File: src/hts_pkg.sv
// Package for the hysteresis thermostat: op, mode and relay codes, plus the
// constant-divisor temperature and setpoint conversions.
// Depends on nothing; used by src/hysteresis_thermostat_fsm.sv.
package hts_pkg;

  typedef logic [2:0] op_t;
  localparam op_t OP_TICK  = 3'd0;
  localparam op_t OP_UP    = 3'd1;
  localparam op_t OP_DOWN  = 3'd2;
  localparam op_t OP_MODE  = 3'd3;
  localparam op_t OP_UNITS = 3'd4;

  typedef logic [1:0] mode_t;
  localparam mode_t MODE_OFF  = 2'd0;
  localparam mode_t MODE_HEAT = 2'd1;
  localparam mode_t MODE_COOL = 2'd2;

  typedef logic [1:0] change_t;
  localparam change_t CHG_NONE = 2'd0;
  localparam change_t CHG_ON   = 2'd1;
  localparam change_t CHG_OFF  = 2'd2;

  typedef enum logic [4:0] {
    RELAY_HEAT_OFF = 5'b00001,
    RELAY_HEAT_ON  = 5'b00010,
    RELAY_COOL_OFF = 5'b00100,
    RELAY_COOL_ON  = 5'b01000,
    RELAY_OFF      = 5'b10000
  } relay_e;

  typedef logic signed [9:0]  setpt_t;
  typedef logic signed [12:0] temp_t;

  localparam setpt_t HEAT_DAY_RST   = 10'sd75;
  localparam setpt_t COOL_DAY_RST   = 10'sd65;
  localparam setpt_t HEAT_NIGHT_RST = 10'sd80;
  localparam setpt_t COOL_NIGHT_RST = 10'sd70;

  localparam logic [4:0] LATE_HOUR      = 5'd23;
  localparam logic [4:0] MORNING_HOUR   = 5'd6;

  localparam logic signed [13:0] SET_HI = 14'sd511;
  localparam logic signed [13:0] SET_LO = -14'sd511;

  // Reciprocals: floor(a / 9) = (a * 58255) >> 19 for a < 2^15, and
  // floor(a / 5) = (a * 13108) >> 16 for a < 2^13.
  localparam logic [15:0] DIV9_MUL = 16'd58255;
  localparam logic [13:0] DIV5_MUL = 14'd13108;

  function automatic logic [11:0] div9(input logic [14:0] a);
    logic [30:0] p;
    p = 31'(a) * 31'(DIV9_MUL);
    return p[30:19];
  endfunction

  function automatic logic [10:0] div5(input logic [12:0] a);
    logic [26:0] p;
    p = 27'(a) * 27'(DIV5_MUL);
    return p[26:16];
  endfunction

  function automatic setpt_t clamp_set(input logic signed [13:0] v);
    setpt_t r;
    if (v > SET_HI) begin
      r = SET_HI[9:0];
    end else if (v < SET_LO) begin
      r = SET_LO[9:0];
    end else begin
      r = v[9:0];
    end
    return r;
  endfunction

  // Fahrenheit to Celsius, truncated toward zero.
  function automatic setpt_t to_celsius(input setpt_t s);
    logic signed [13:0] p;
    logic [14:0]        mag;
    logic [11:0]        q;
    logic signed [13:0] r;
    p   = (14'(s) - 14'sd32) * 14'sd5;
    mag = p[13] ? 15'(-p) : 15'(p);
    q   = div9(mag);
    r   = p[13] ? $signed(-14'(q)) : $signed(14'(q));
    return clamp_set(r);
  endfunction

  // Celsius to Fahrenheit, truncated toward zero.
  function automatic setpt_t to_fahrenheit(input setpt_t s);
    logic signed [13:0] p;
    logic [12:0]        mag;
    logic [10:0]        q;
    logic signed [13:0] r;
    p   = 14'(s) * 14'sd9 + 14'sd160;
    mag = p[13] ? 13'(-p) : 13'(p);
    q   = div5(mag);
    r   = p[13] ? $signed(-14'(q)) : $signed(14'(q));
    return clamp_set(r);
  endfunction

  // Sample in sixteenths of a degree Fahrenheit to sixteenths Celsius.
  function automatic temp_t temp_to_celsius(input temp_t t);
    logic signed [15:0] p;
    logic [14:0]        mag;
    logic [11:0]        q;
    p   = (16'(t) - 16'sd512) * 16'sd5;
    mag = p[15] ? 15'(-p) : 15'(p);
    q   = div9(mag);
    return p[15] ? $signed(-13'(q)) : $signed(13'(q));
  endfunction

endpackage

File: src/hysteresis_thermostat_fsm.sv
// Hysteresis thermostat controller: setpoint, mode and unit state with a
// one-hot relay state machine. Depends on src/hts_pkg.sv.
// An accepted transaction enters the input stage, then its result the result
// register. Throughput: one transaction per cycle unless the output stalls; an
// input register feeds one combinational update into state and result registers.
// Reset (asynchronous, active low): day, Fahrenheit, mode off, relay heat-off,
// setpoints 75/65 day and 80/70 night, last temperature zero, both stages empty.
module hysteresis_thermostat_fsm (
  input  logic                  clk_i,
  input  logic                  rst_ni,
  input  logic                  in_valid_i,
  output logic                  in_stall_o,
  input  hts_pkg::op_t          op_i,
  input  hts_pkg::temp_t        temp_sample_i,
  input  logic [4:0]            hour_i,
  output logic                  out_valid_o,
  input  logic                  out_stall_i,
  output logic                  heater_on_o,
  output logic                  cooler_on_o,
  output hts_pkg::mode_t        mode_now_o,
  output logic                  night_now_o,
  output logic                  celsius_now_o,
  output hts_pkg::setpt_t       active_setpoint_o,
  output hts_pkg::temp_t        shown_temp_o,
  output hts_pkg::change_t      relay_change_o
);
  import hts_pkg::*;

  // Input stage.
  logic       s1_valid_q;
  op_t        s1_op_q;
  temp_t      s1_temp_q;
  logic [4:0] s1_hour_q;
  logic       in_accept;
  logic       out_free;
  logic       s1_adv;

  // Controller state.
  relay_e relay_q, relay_d;
  mode_t  mode_q, mode_d;
  logic   celsius_q, celsius_d;
  logic   night_q, night_d;
  setpt_t heat_day_q, heat_day_d;
  setpt_t cool_day_q, cool_day_d;
  setpt_t heat_night_q, heat_night_d;
  setpt_t cool_night_q, cool_night_d;
  temp_t  last_temp_q, last_temp_d;

  // Result register.
  logic    out_valid_q;
  setpt_t  active_q, active_d;
  change_t change_q, change_d;

  logic               was_on;
  logic               now_on;
  setpt_t             step_sp;
  logic signed [15:0] t_ext;
  logic signed [15:0] thr_hi;
  logic signed [15:0] thr_lo;
  setpt_t             nudge;

  assign out_free   = !out_valid_q || !out_stall_i;
  assign s1_adv     = s1_valid_q && out_free;
  assign in_stall_o = s1_valid_q && !out_free;
  assign in_accept  = in_valid_i && !in_stall_o;

  always_comb begin
    relay_d      = relay_q;
    mode_d       = mode_q;
    celsius_d    = celsius_q;
    night_d      = night_q;
    heat_day_d   = heat_day_q;
    cool_day_d   = cool_day_q;
    heat_night_d = heat_night_q;
    cool_night_d = cool_night_q;
    last_temp_d  = last_temp_q;
    nudge        = (s1_op_q == OP_UP) ? 10'sd1 : -10'sd1;

    // The tick path: new night flag first, then the converted sample.
    if (s1_op_q == OP_TICK) begin
      night_d     = (s1_hour_q == LATE_HOUR) || (s1_hour_q < MORNING_HOUR);
      last_temp_d = celsius_q ? temp_to_celsius(s1_temp_q) : s1_temp_q;
    end

    case (mode_q)
      MODE_COOL: step_sp = night_d ? cool_night_q : cool_day_q;
      default:   step_sp = night_d ? heat_night_q : heat_day_q;
    endcase
    t_ext  = 16'(last_temp_d);
    thr_hi = (16'(step_sp) + 16'sd1) <<< 4;
    thr_lo = (16'(step_sp) - 16'sd1) <<< 4;

    case (s1_op_q)
      OP_TICK: begin
        case (mode_q)
          MODE_OFF: relay_d = RELAY_OFF;
          MODE_COOL: begin
            case (relay_q)
              RELAY_COOL_OFF: if (t_ext > thr_hi) relay_d = RELAY_COOL_ON;
              RELAY_COOL_ON:  if (t_ext < thr_lo) relay_d = RELAY_COOL_OFF;
              default:        relay_d = RELAY_COOL_OFF;
            endcase
          end
          default: begin
            case (relay_q)
              RELAY_HEAT_OFF: if (t_ext < thr_lo) relay_d = RELAY_HEAT_ON;
              RELAY_HEAT_ON:  if (t_ext >= thr_hi) relay_d = RELAY_HEAT_OFF;
              default:        relay_d = RELAY_HEAT_OFF;
            endcase
          end
        endcase
      end
      OP_UP, OP_DOWN: begin
        if (night_q) begin
          heat_night_d = clamp_set(14'(heat_night_q) + 14'(nudge));
          cool_night_d = clamp_set(14'(cool_night_q) + 14'(nudge));
        end else begin
          heat_day_d = clamp_set(14'(heat_day_q) + 14'(nudge));
          cool_day_d = clamp_set(14'(cool_day_q) + 14'(nudge));
        end
      end
      OP_MODE: begin
        case (mode_q)
          MODE_OFF:  mode_d = MODE_HEAT;
          MODE_HEAT: mode_d = MODE_COOL;
          default:   mode_d = MODE_OFF;
        endcase
      end
      OP_UNITS: begin
        if (celsius_q) begin
          heat_day_d   = to_fahrenheit(heat_day_q);
          cool_day_d   = to_fahrenheit(cool_day_q);
          heat_night_d = to_fahrenheit(heat_night_q);
          cool_night_d = to_fahrenheit(cool_night_q);
        end else begin
          heat_day_d   = to_celsius(heat_day_q);
          cool_day_d   = to_celsius(cool_day_q);
          heat_night_d = to_celsius(heat_night_q);
          cool_night_d = to_celsius(cool_night_q);
        end
        celsius_d = !celsius_q;
      end
      default: begin
        // Unused op codes leave the state alone.
      end
    endcase

    was_on = (relay_q == RELAY_HEAT_ON) || (relay_q == RELAY_COOL_ON);
    now_on = (relay_d == RELAY_HEAT_ON) || (relay_d == RELAY_COOL_ON);
    if (!was_on && now_on) begin
      change_d = CHG_ON;
    end else if (was_on && !now_on) begin
      change_d = CHG_OFF;
    end else begin
      change_d = CHG_NONE;
    end

    case (mode_d)
      MODE_HEAT: active_d = night_d ? heat_night_d : heat_day_d;
      MODE_COOL: active_d = night_d ? cool_night_d : cool_day_d;
      default:   active_d = '0;
    endcase
  end

  always_ff @(posedge clk_i or negedge rst_ni) begin
    if (!rst_ni) begin
      s1_valid_q   <= 1'b0;
      out_valid_q  <= 1'b0;
      relay_q      <= RELAY_HEAT_OFF;
      mode_q       <= MODE_OFF;
      celsius_q    <= 1'b0;
      night_q      <= 1'b0;
      heat_day_q   <= HEAT_DAY_RST;
      cool_day_q   <= COOL_DAY_RST;
      heat_night_q <= HEAT_NIGHT_RST;
      cool_night_q <= COOL_NIGHT_RST;
      last_temp_q  <= '0;
    end else begin
      if (in_accept) begin
        s1_valid_q <= 1'b1;
      end else if (s1_adv) begin
        s1_valid_q <= 1'b0;
      end
      if (s1_adv) begin
        out_valid_q <= 1'b1;
      end else if (!out_stall_i) begin
        out_valid_q <= 1'b0;
      end
      if (s1_adv) begin
        relay_q      <= relay_d;
        mode_q       <= mode_d;
        celsius_q    <= celsius_d;
        night_q      <= night_d;
        heat_day_q   <= heat_day_d;
        cool_day_q   <= cool_day_d;
        heat_night_q <= heat_night_d;
        cool_night_q <= cool_night_d;
        last_temp_q  <= last_temp_d;
      end
    end
  end

  // Payload registers carry no reset.
  always_ff @(posedge clk_i) begin
    if (in_accept) begin
      s1_op_q   <= op_i;
      s1_temp_q <= temp_sample_i;
      s1_hour_q <= hour_i;
    end
    if (s1_adv) begin
      active_q <= active_d;
      change_q <= change_d;
    end
  end

  // Status fields mirror the state registers, which only move with a result.
  assign out_valid_o       = out_valid_q;
  assign heater_on_o       = (relay_q == RELAY_HEAT_ON);
  assign cooler_on_o       = (relay_q == RELAY_COOL_ON);
  assign mode_now_o        = mode_q;
  assign night_now_o       = night_q;
  assign celsius_now_o     = celsius_q;
  assign active_setpoint_o = active_q;
  assign shown_temp_o      = last_temp_q;
  assign relay_change_o    = change_q;

  a_stall_full: assert property (@(posedge clk_i) disable iff (!rst_ni)
    in_stall_o |-> s1_valid_q)
    else $error("input stalled while the input stage is empty");

  a_stage_hold: assert property (@(posedge clk_i) disable iff (!rst_ni)
    (s1_valid_q && !s1_adv) |=> (s1_valid_q && $stable(s1_op_q)))
    else $error("stalled input stage lost or changed its transaction");

  a_off_setpoint: assert property (@(posedge clk_i) disable iff (!rst_ni)
    (out_valid_o && mode_now_o == MODE_OFF) |-> (active_setpoint_o == '0))
    else $error("active setpoint nonzero with mode off");

  a_change_on: assert property (@(posedge clk_i) disable iff (!rst_ni)
    (out_valid_o && relay_change_o == CHG_ON) |-> (heater_on_o || cooler_on_o))
    else $error("switch-on reported while no relay is on");

endmodule
File: config.mk
export PLATFORM = sky130hd
export DESIGN_NAME = hysteresis_thermostat_fsm
export DESIGN_NICKNAME = d
export VERILOG_FILES = /design/src/hts_pkg.sv /design/src/hysteresis_thermostat_fsm.sv
export SDC_FILE = /design/constraint.sdc
export NUM_CORES = 2
export LEC_CHECK = 0
export BUFFER_PORTS_ARGS = -buffer_cell sky130_fd_sc_hd__buf_2
export CAP_MARGIN = 20
export CORE_ASPECT_RATIO = 1.75
export CORE_MARGIN = 2
export CORE_UTILIZATION = 42
export CTS_BUF_LIST = sky130_fd_sc_hd__clkbuf_8
export CTS_CLUSTER_DIAMETER = 30
export CTS_CLUSTER_SIZE = 28
export DETAILED_ROUTE_END_ITERATION = 7
export PLACE_DENSITY = 0.68
export RECOVER_POWER = 50
export SYNTH_ARGS = -nofsm -noshare
export SYNTH_HDL_FRONTEND = slang
export SYNTH_SLANG_ARGS = --single-unit
File: constraint.sdc
create_clock -name clk_i -period 12.8 [get_ports clk_i]
set_input_delay 2.56 -clock clk_i [delete_from_list [all_inputs] [get_ports clk_i]]
set_output_delay 2.56 -clock clk_i [all_outputs]
set_load 0.05 [all_outputs]
## Word level (Yosys, flattened, before mapping)

Index checks and enable logic that the tools add are counted.

| cells by class | value |
|---|---|
| add/sub/neg operators | 33 |
| multipliers | 18 |
| magnitude comparators | 28 |
| equality and inequality tests | 16 |
| mux-type cells | 79 |
| reduce and logical (&&, ||, !) cells | 21 |

Operators by type and width:

| cell | number |
|---|---|
| two-way mux 10 bit | 38 |
| multiplier 15 x 16 -> 31 bit (second input constant) | 5 |
| > comparator 14 x 10 -> 1 bit (second input constant) | 8 |
| < comparator 14 x 10 -> 1 bit (second input constant) | 8 |
| two-way mux 14 bit | 8 |
| multiplier 13 x 12 -> 25 bit (second input constant) | 4 |
| one-hot mux 10 bit (2 select lines) | 5 |
| two-way mux 13 bit | 7 |
| two-way mux 15 bit | 5 |
| negator 14 -> 15 bit | 4 |
| adder 14 x 9 -> 14 bit (second input constant) | 4 |
| multiplier 10 x 5 -> 14 bit (second input constant) | 4 |
| multiplier 11 x 4 -> 14 bit (second input constant) | 4 |
| negator 11 -> 14 bit | 4 |
| negator 12 -> 14 bit | 4 |
| negator 13 bit | 4 |
| adder 10 x 10 -> 11 bit | 4 |
| > comparator 11 x 10 -> 1 bit (second input constant) | 4 |
| < comparator 11 x 10 -> 1 bit (second input constant) | 4 |
| subtractor 10 x 7 -> 11 bit (second input constant) | 4 |
| one-hot mux 5 bit (2 select lines) | 3 |
| two-way mux 5 bit | 5 |
| multiplier 14 x 4 -> 16 bit (second input constant) | 1 |
| greater-or-equal comparator 13 x 15 -> 1 bit | 1 |
| other kinds (30) | 53 |

| storage, ports and cells | value |
|---|---|
| flip-flop bits (word level) | 97 |
| bits of input ports | 25 |
| output and inout bits | 33 |
| word-level logic and storage cells | 211 |

## Longest topological paths before layout

| depth | value |
|---|---|
| depth in word-level cells | 19 |
| mapped depth | 56 |
| depth with buffers taken out | 55 |

## Worst setup path before layout

OpenSTA, ideal clock, no wires.

| timing | value |
|---|---|
| path type | reg-to-reg |
| from | register s1_temp_q[1] |
| to | register change_q[1], in the netlist relay_change_o[1], data pin |
| library setup time | 265 ps |
| arrival | 11459 ps |
| required time | 12535 ps |
| slack | 1076 ps |
| stages on the path, launching flop included | 49 |
| path buffers | 1 |
| clock period less this slack | 11724 ps |
| path through | edfxtp_1 > ha_1 > ha_1 > inv_1 > fa_1 > nand2_1 > nor2_1 > nor4b_1 > or3b_2 > or3_1 > nor3_1 > nor2_1 > xor2_1 > inv_1 > fa_1 > inv_1 > fa_1 > inv_1 > (+13 left out) > inv_1 > ha_1 > and4b_1 > clkbuf_1 > a311oi_1 > a21oi_1 > o21ai_0 > ha_1 > a21o_1 > a211oi_1 > mux2i_1 > or3_1 > o2bb2ai_1 > a31o_2 > a21o_1 > o22ai_1 > xor2_1 > a31oi_1 |

| between the ends | value |
|---|---|
| longest elaborated chain between the ends | 19 |
| elaborated cells on any way between the ends | 27 |
| classes of those cells | 3 x add/sub; 2 x mul; 3 x order compare; 2 x eq/ne; 13 x mux; 4 x reduce/logical |

Ends and longest elaborated chain:

| element | line | RTL |
|---|---|---|
| start: declaration | hysteresis_thermostat_fsm.sv:32 | `temp_t s1_temp_q;` |
| start signal: assignment | hysteresis_thermostat_fsm.sv:207 | `s1_temp_q <= temp_sample_i;` |
| subtractor 13 x 11 -> 14 bit (*) | hts_pkg.sv:105 | `p = (16'(t) - 16'sd512) * 16'sd5;` |
| multiplier 14 x 4 -> 16 bit (*) | hts_pkg.sv:105 |  |
| negator 15 bit | hts_pkg.sv:106 | `mag = p[15] ? 15'(-p) : 15'(p);` |
| two-way mux 15 bit | hts_pkg.sv:106 |  |
| multiplier 15 x 16 -> 31 bit | hts_pkg.sv:52 | `p = 31'(a) * 31'(DIV9_MUL);` |
| negator 12 -> 13 bit | hts_pkg.sv:108 | `return p[15] ? $signed(-13'(q)) : $signed(13'(q));` |
| two-way mux 13 bit (*) | hts_pkg.sv:108 |  |
| two-way mux 13 bit (*) | hysteresis_thermostat_fsm.sv:82 | `last_temp_d = celsius_q ? temp_to_celsius(s1_temp_q) : s1_temp_q;` |
| (+1 left out) | -- |  |
| named net last_temp_d[12] | hysteresis_thermostat_fsm.sv:47 | `temp_t last_temp_q, last_temp_d;` |
| (+2 left out) | -- |  |
| one-hot mux 5 bit (2 select lines) (on tied branches) | hysteresis_thermostat_fsm.sv:105, hysteresis_thermostat_fsm.sv:98 |  |
| one-hot mux 5 bit (2 select lines) (*) | hysteresis_thermostat_fsm.sv:95 | `case (mode_q)` |
| two-way mux 5 bit (*) | hysteresis_thermostat_fsm.sv:93 | `case (s1_op_q)` |
| equality test 5 x 2 -> 1 bit / equality test 5 x 4 -> 1 bit (equally long branches) | hysteresis_thermostat_fsm.sv:149 | `now_on = (relay_d == RELAY_HEAT_ON) \|\| (relay_d == RELAY_COOL_ON);` |
| logical OR 1 bit (*) | hysteresis_thermostat_fsm.sv:149 |  |
| logical NOT 1 bit | hysteresis_thermostat_fsm.sv:152 | `end else if (was_on && !now_on) begin` |
| logical AND 1 bit | hysteresis_thermostat_fsm.sv:152 |  |
| two-way mux 2 bit | hysteresis_thermostat_fsm.sv:152 |  |
| end signal: assignment | hysteresis_thermostat_fsm.sv:212 | `change_q <= change_d;` |
| end: declaration | hysteresis_thermostat_fsm.sv:52 | `change_t change_q, change_d;` |

The timed path passes the listed nets; every way through them passes the cells marked *.
A chain may end at the register's enable or synchronous reset.

## Final worst setup path

| timing | value |
|---|---|
| from | register heat_night_q[6] |
| to | register active_q[3], in the netlist active_setpoint_o[3], data pin |

| between the ends | value |
|---|---|
| longest elaborated chain between the ends | 14 |
| elaborated cells on any way between the ends | 32 |
| classes of those cells | 7 x add/sub; 4 x mul; 6 x order compare; 15 x mux |

Ends and longest elaborated chain:

| element | line | RTL |
|---|---|---|
| start: declaration | hysteresis_thermostat_fsm.sv:45 | `setpt_t heat_night_q, heat_night_d;` |
| start signal: assignment | hysteresis_thermostat_fsm.sv:196 | `heat_night_q <= heat_night_d;` |
| subtractor 10 x 7 -> 11 bit / multiplier 10 x 5 -> 14 bit (equally long branches) | hts_pkg.sv:80, hts_pkg.sv:93 |  |
| multiplier 11 x 4 -> 14 bit / adder 14 x 9 -> 14 bit (equally long branches) | hts_pkg.sv:80, hts_pkg.sv:93 |  |
| negator 14 -> 15 bit / negator 13 bit (equally long branches) | hts_pkg.sv:81, hts_pkg.sv:94 |  |
| two-way mux 15 bit / two-way mux 13 bit (equally long branches) | hts_pkg.sv:81, hts_pkg.sv:94 |  |
| multiplier 15 x 16 -> 31 bit / multiplier 13 x 12 -> 25 bit (equally long branches) | hts_pkg.sv:52, hts_pkg.sv:58 |  |
| negator 12 -> 14 bit / negator 11 -> 14 bit (equally long branches) | hts_pkg.sv:83, hts_pkg.sv:96 |  |
| two-way mux 14 bit (on tied branches) | hts_pkg.sv:83, hts_pkg.sv:96 |  |
| < comparator 14 x 10 -> 1 bit | hts_pkg.sv:66 | `end else if (v < SET_LO) begin` |
| two-way mux 10 bit | hts_pkg.sv:66 |  |
| two-way mux 10 bit | hts_pkg.sv:64 | `if (v > SET_HI) begin` |
| two-way mux 10 bit | hysteresis_thermostat_fsm.sv:130 | `if (celsius_q) begin` |
| one-hot mux 10 bit (2 select lines) (*) | hysteresis_thermostat_fsm.sv:93 |  |
| two-way mux 10 bit (*) | hysteresis_thermostat_fsm.sv:159 | `MODE_HEAT: active_d = night_d ? heat_night_d : heat_day_d;` |
| one-hot mux 10 bit (2 select lines) (*) | hysteresis_thermostat_fsm.sv:158 | `case (mode_d)` |
| named net active_d[3] | hysteresis_thermostat_fsm.sv:51 | `setpt_t active_q, active_d;` |
| end signal: assignment | hysteresis_thermostat_fsm.sv:211 | `active_q <= active_d;` |
| end: declaration | hysteresis_thermostat_fsm.sv:51 |  |

Marks and branches as above.

==> results.txt <==
- The longest clock path from root to sink contains 2 buffers.
- Summed over all layers, the global routing overflow is 0.
* Worst reg2reg setup slack: 0.73 ns
- Outcome: complete, but fails checks
- The share of synthesized area in the top cell type comes to 0.297.
* Final critical path time including I/O delays and setup: 12.07 ns
* Layout-stage area growth over the synthesis result: 5.64%
* Antenna violations before repair: 2
- The clock reaches the later pin of the worst-skew pair after 0.45 ns.
- In the synthesized netlist the async set-or-reset flop fraction comes to 0.660.
- Placeable core area: 122,000 sq um
* Placed wire-length estimate after detailed placement: 126 mm
* Cell area after synthesis: 51,700 sq um
* End point of the most critical hold path: relay_q[0]$_DFFE_PN1P_
* Category of the worst setup path launch point: flop
- Total number of placement rows: 170
* DR vias: 43,300
- Beginning of the worst register-to-register path: heat_night_q[6]$_DFFE_PN1P_
- Max-slew violation count: 126
* Critical Path Sink Type: flop
- Failing checks: max-capacitance violations, max-slew violations
- The initial utilization of the core area, before any placement, comes to 0.423.
- Unique masters post-synth: 124
- Dividing the detail-routed via count by the number of cells gives 5.71.
* IO buf count: 57
- CTS root buffer: sky130_fd_sc_hd__clkbuf_8
- Cell family contributing the most delay on the critical path: adder cells
- Number of hold violations in the final report: 0
* Setup TNS: 0 ns
- The synthesized design contains 33 enable-type register cells.
- At the worst endpoint, the required time is 13.08 ns.
- R2r endpoint: active_setpoint_o[3]$_DFFE_PP_
- Counting buffers and inverters, the worst setup path is 39 cells deep.
* Worst clock skew on the final layout: 0.0395 ns
- Dividing the synthesized area by the synthesized cell count gives 8.78 sq um.
- Net total in the final layout: 7,735
- Routed Antenna Nets: 0
- By instance count, the cell type seen most on the critical path is sky130_fd_sc_hd__ha_1.
- In the routed design, unresolved DRC markers number 0.
* Clock buffer count from CTS: 9
- RSZ-0062 raised after global routing: no
- First-pass GRT wire length: 235 mm
- Number of H-tree levels: 3
- Wires add up to 145 mm.
* Maximum cell stage delay along the critical path: 0.69 ns
* Max-Slew Margin vs Limit: -1.17
* Global routing usage on met1: 0.231
- During I/O placement, the number of pins put on the boundary was 58.
* Cell count after synthesis: 5,890
- CTS tree: done
- Leading post-synthesis cells by cell area: sky130_fd_sc_hd__ha_1 (30%), sky130_fd_sc_hd__fa_1 (21%), sky130_fd_sc_hd__inv_1 (6.7%), sky130_fd_sc_hd__xnor2_1 (4.4%), sky130_fd_sc_hd__a21oi_1 (3.1%)
- Max-cap viol count: 3
* Type of the worst setup path: reg2reg
- Layer with the highest usage: met2
* Type of the worst min-delay path: reg2reg
* Flops & latches, synth: 97
- The repair_antennas step left the layout with diodes totalling 0.
* Avg WL per Cell: 19.1 microns
- In this run the vertical extent of the chip is 468 microns.
- The slowest stage of the critical path is the sky130_fd_sc_hd__dfstp_2 cell.
- Least-Margin Pin Slew: 3.26 ns
* Total global-route track usage: 0.230
- The via count of the first global-routing pass came to 46,200.
- After filler insertion, the fill cell instance count of the layout stands at 12,000.
* Die width: 269 microns
- After clock tree synthesis, the clock-pin slew on the worst setup and hold paths is 0.12 ns.
- During synthesis, Yosys emitted a total of 0 warnings.
- M2 GR Usage: 0.458
- In this run the most critical hold path is launched from relay_q[0]$_DFFE_PN1P_.
* Drt initial violations: 2,286
* Fmax: 0.0829 GHz
- The number of buffers and inverters on the critical path is 4.
* Fin crit share: 0.943
* Final setup vio count: 0
* Worst hold path depth: 2
* Top cell type by total area after synthesis: sky130_fd_sc_hd__ha_1
- Of the cells placed in the final design, the portion with a size suffix greater than 1 is 0.0514.
* Maximum number of pins on one net before global-route repair: 55
* Area enclosed by the die boundary: 126,000 sq um
* Ys flop type: sky130_fd_sc_hd__dfrtp_1
- Sorting the synthesized cells by how often they occur yields sky130_fd_sc_hd__ha_1 (1,228), sky130_fd_sc_hd__inv_1 (916), sky130_fd_sc_hd__fa_1 (532), sky130_fd_sc_hd__nand2_1 (354), sky130_fd_sc_hd__a21oi_1 (316).
- Met3 Resource Use GR: 0.0226
- Proportion of synthesized chip area in sequential cells: 0.0504
- First-pass iteration count of the detailed router: 6
- Data arrives at the worst endpoint at 12.35 ns.
- Max FO, Critical Path: 17
* CTS Sinks: 97
* Hold buffer count at CTS: 0
* Most frequent cell after synthesis: sky130_fd_sc_hd__ha_1
- RD Place Congestion: 0.986
* Number of cells on the worst reg-to-reg path: 39
==> layout make-up <==
class | instances | area [sq um] | share of cell area
Inverter | 918 | 3450 | 0.0631
Timing Repair Buffer | 150 | 966 | 0.0177
Multi-Input combinational cell | 4774 | 45300 | 0.830
Sequential cell | 97 | 2610 | 0.0478
Clock inverter | 7 | 76.3 | 0.00140
Clock buffer | 9 | 124 | 0.00227
Tap cell | 1634 | 2040 | 0.0374
==> tightest hold or removal path, delay by kind of cell, from the launching register on <==
family           cells  cell delay (ns)
AO/OA/AOI/OAI        1             0.05
flip-flops           1             0.42
AND/OR/NAND/NOR      1             0.06
==> cell families after synthesis <==
group | synth area share
AO/OA/AOI/OAI | 0.170
XOR/XNOR | 0.0688
adder cells (fa/ha/maj) | 0.504
buffers and inverters | 0.0753
flip-flops | 0.0504
multiplexers | 0.0110
other | 0.000145
AND/OR/NAND/NOR | 0.120
==> layer usage <==
layer	vias up	part of all wire
met1	21100	0.35
met3	469	0.040
met5	-	0.000048
li1	20600	-
met2	1148	0.55
met4	2	0.064
==> timing repair <==
item / 4_1_cts / 5_1_grt
setup buffers: 0 / 3
setup endpoints to repair: 0 / 7
resized for setup: 0 / 21
==> worst max-delay path by stage <==
stage	end	start	slack [ns]
6_report	active_setpoint_o[3]$_DFFE_PP_	heat_night_q[6]$_DFFE_PN1P_	0.73
5_1_grt	active_setpoint_o[2]$_DFFE_PP_	heat_night_q[6]$_DFFE_PN1P_	0.01
4_1_cts	relay_change_o[1]$_SDFFCE_PP0P_	s1_temp_q[1]$_DFFE_PP_	0.26
3_5_place_dp	relay_change_o[1]$_SDFFCE_PP0P_	s1_temp_q[1]$_DFFE_PP_	0.36
3_3_place_gp	relay_change_o[1]$_SDFFCE_PP0P_	s1_temp_q[1]$_DFFE_PP_	0.47
2_1_floorplan	relay_change_o[1]$_SDFFCE_PP0P_	s1_temp_q[1]$_DFFE_PP_	1.08
==> cell usage in the layout, fill, tap and decap left out, types with 46 or more instances in the layout <==
cell type                  count
sky130_fd_sc_hd__ha_1       1228
sky130_fd_sc_hd__inv_1       915
sky130_fd_sc_hd__fa_1        532
sky130_fd_sc_hd__nand2_1     353
sky130_fd_sc_hd__a21oi_1     316
sky130_fd_sc_hd__nor2_1      278
sky130_fd_sc_hd__xnor2_1     261
sky130_fd_sc_hd__o21ai_0     246
sky130_fd_sc_hd__xor2_1      141
sky130_fd_sc_hd__a21o_1      128
sky130_fd_sc_hd__nor3_1      110
sky130_fd_sc_hd__nand3_1      99
sky130_fd_sc_hd__buf_4        90
sky130_fd_sc_hd__a211oi_1     53
sky130_fd_sc_hd__nor2b_1      52
sky130_fd_sc_hd__dfrtp_1      52
sky130_fd_sc_hd__buf_2        52
sky130_fd_sc_hd__a31oi_1      50
sky130_fd_sc_hd__o21bai_1     48
sky130_fd_sc_hd__and2_1       46
==> metrics by stage <==
stage | util | cells | setup slack [ns] | cell area, sq um | hold slack, ns
floorplan | - | 5904 | 1.08 | 51700 | 0.457
global placement | 0.444 | 7570 | 0.472 | 54300 | 0.494
detailed placement | 0.444 | 7570 | 0.357 | 54300 | 0.502
CTS | 0.446 | 7586 | 0.264 | 54500 | 0.519
global route | 0.446 | 7589 | 0.0118 | 54600 | 0.534
finish | 0.446 | 7589 | 0.734 | 54600 | 0.516
==> flip-flops by register name, summed over array words and instances, names as in the netlist <==
signal / count
heat_night_q: 10
cool_night_q: 10
relay_q: 5
active_setpoint_o: 10
s1_hour_q: 5
cool_day_q: 10
shown_temp_o: 13
mode_now_o: 2
s1_temp_q: 13
heat_day_q: 10
celsius_now_o: 1
night_now_o: 1
relay_change_o: 2
s1_op_q: 3
out_valid_o: 1
s1_valid_q: 1
Power is left out: the tool's default activity adds up to more than one toggle a clock period on the data nets, which glitch-free logic cannot reach.
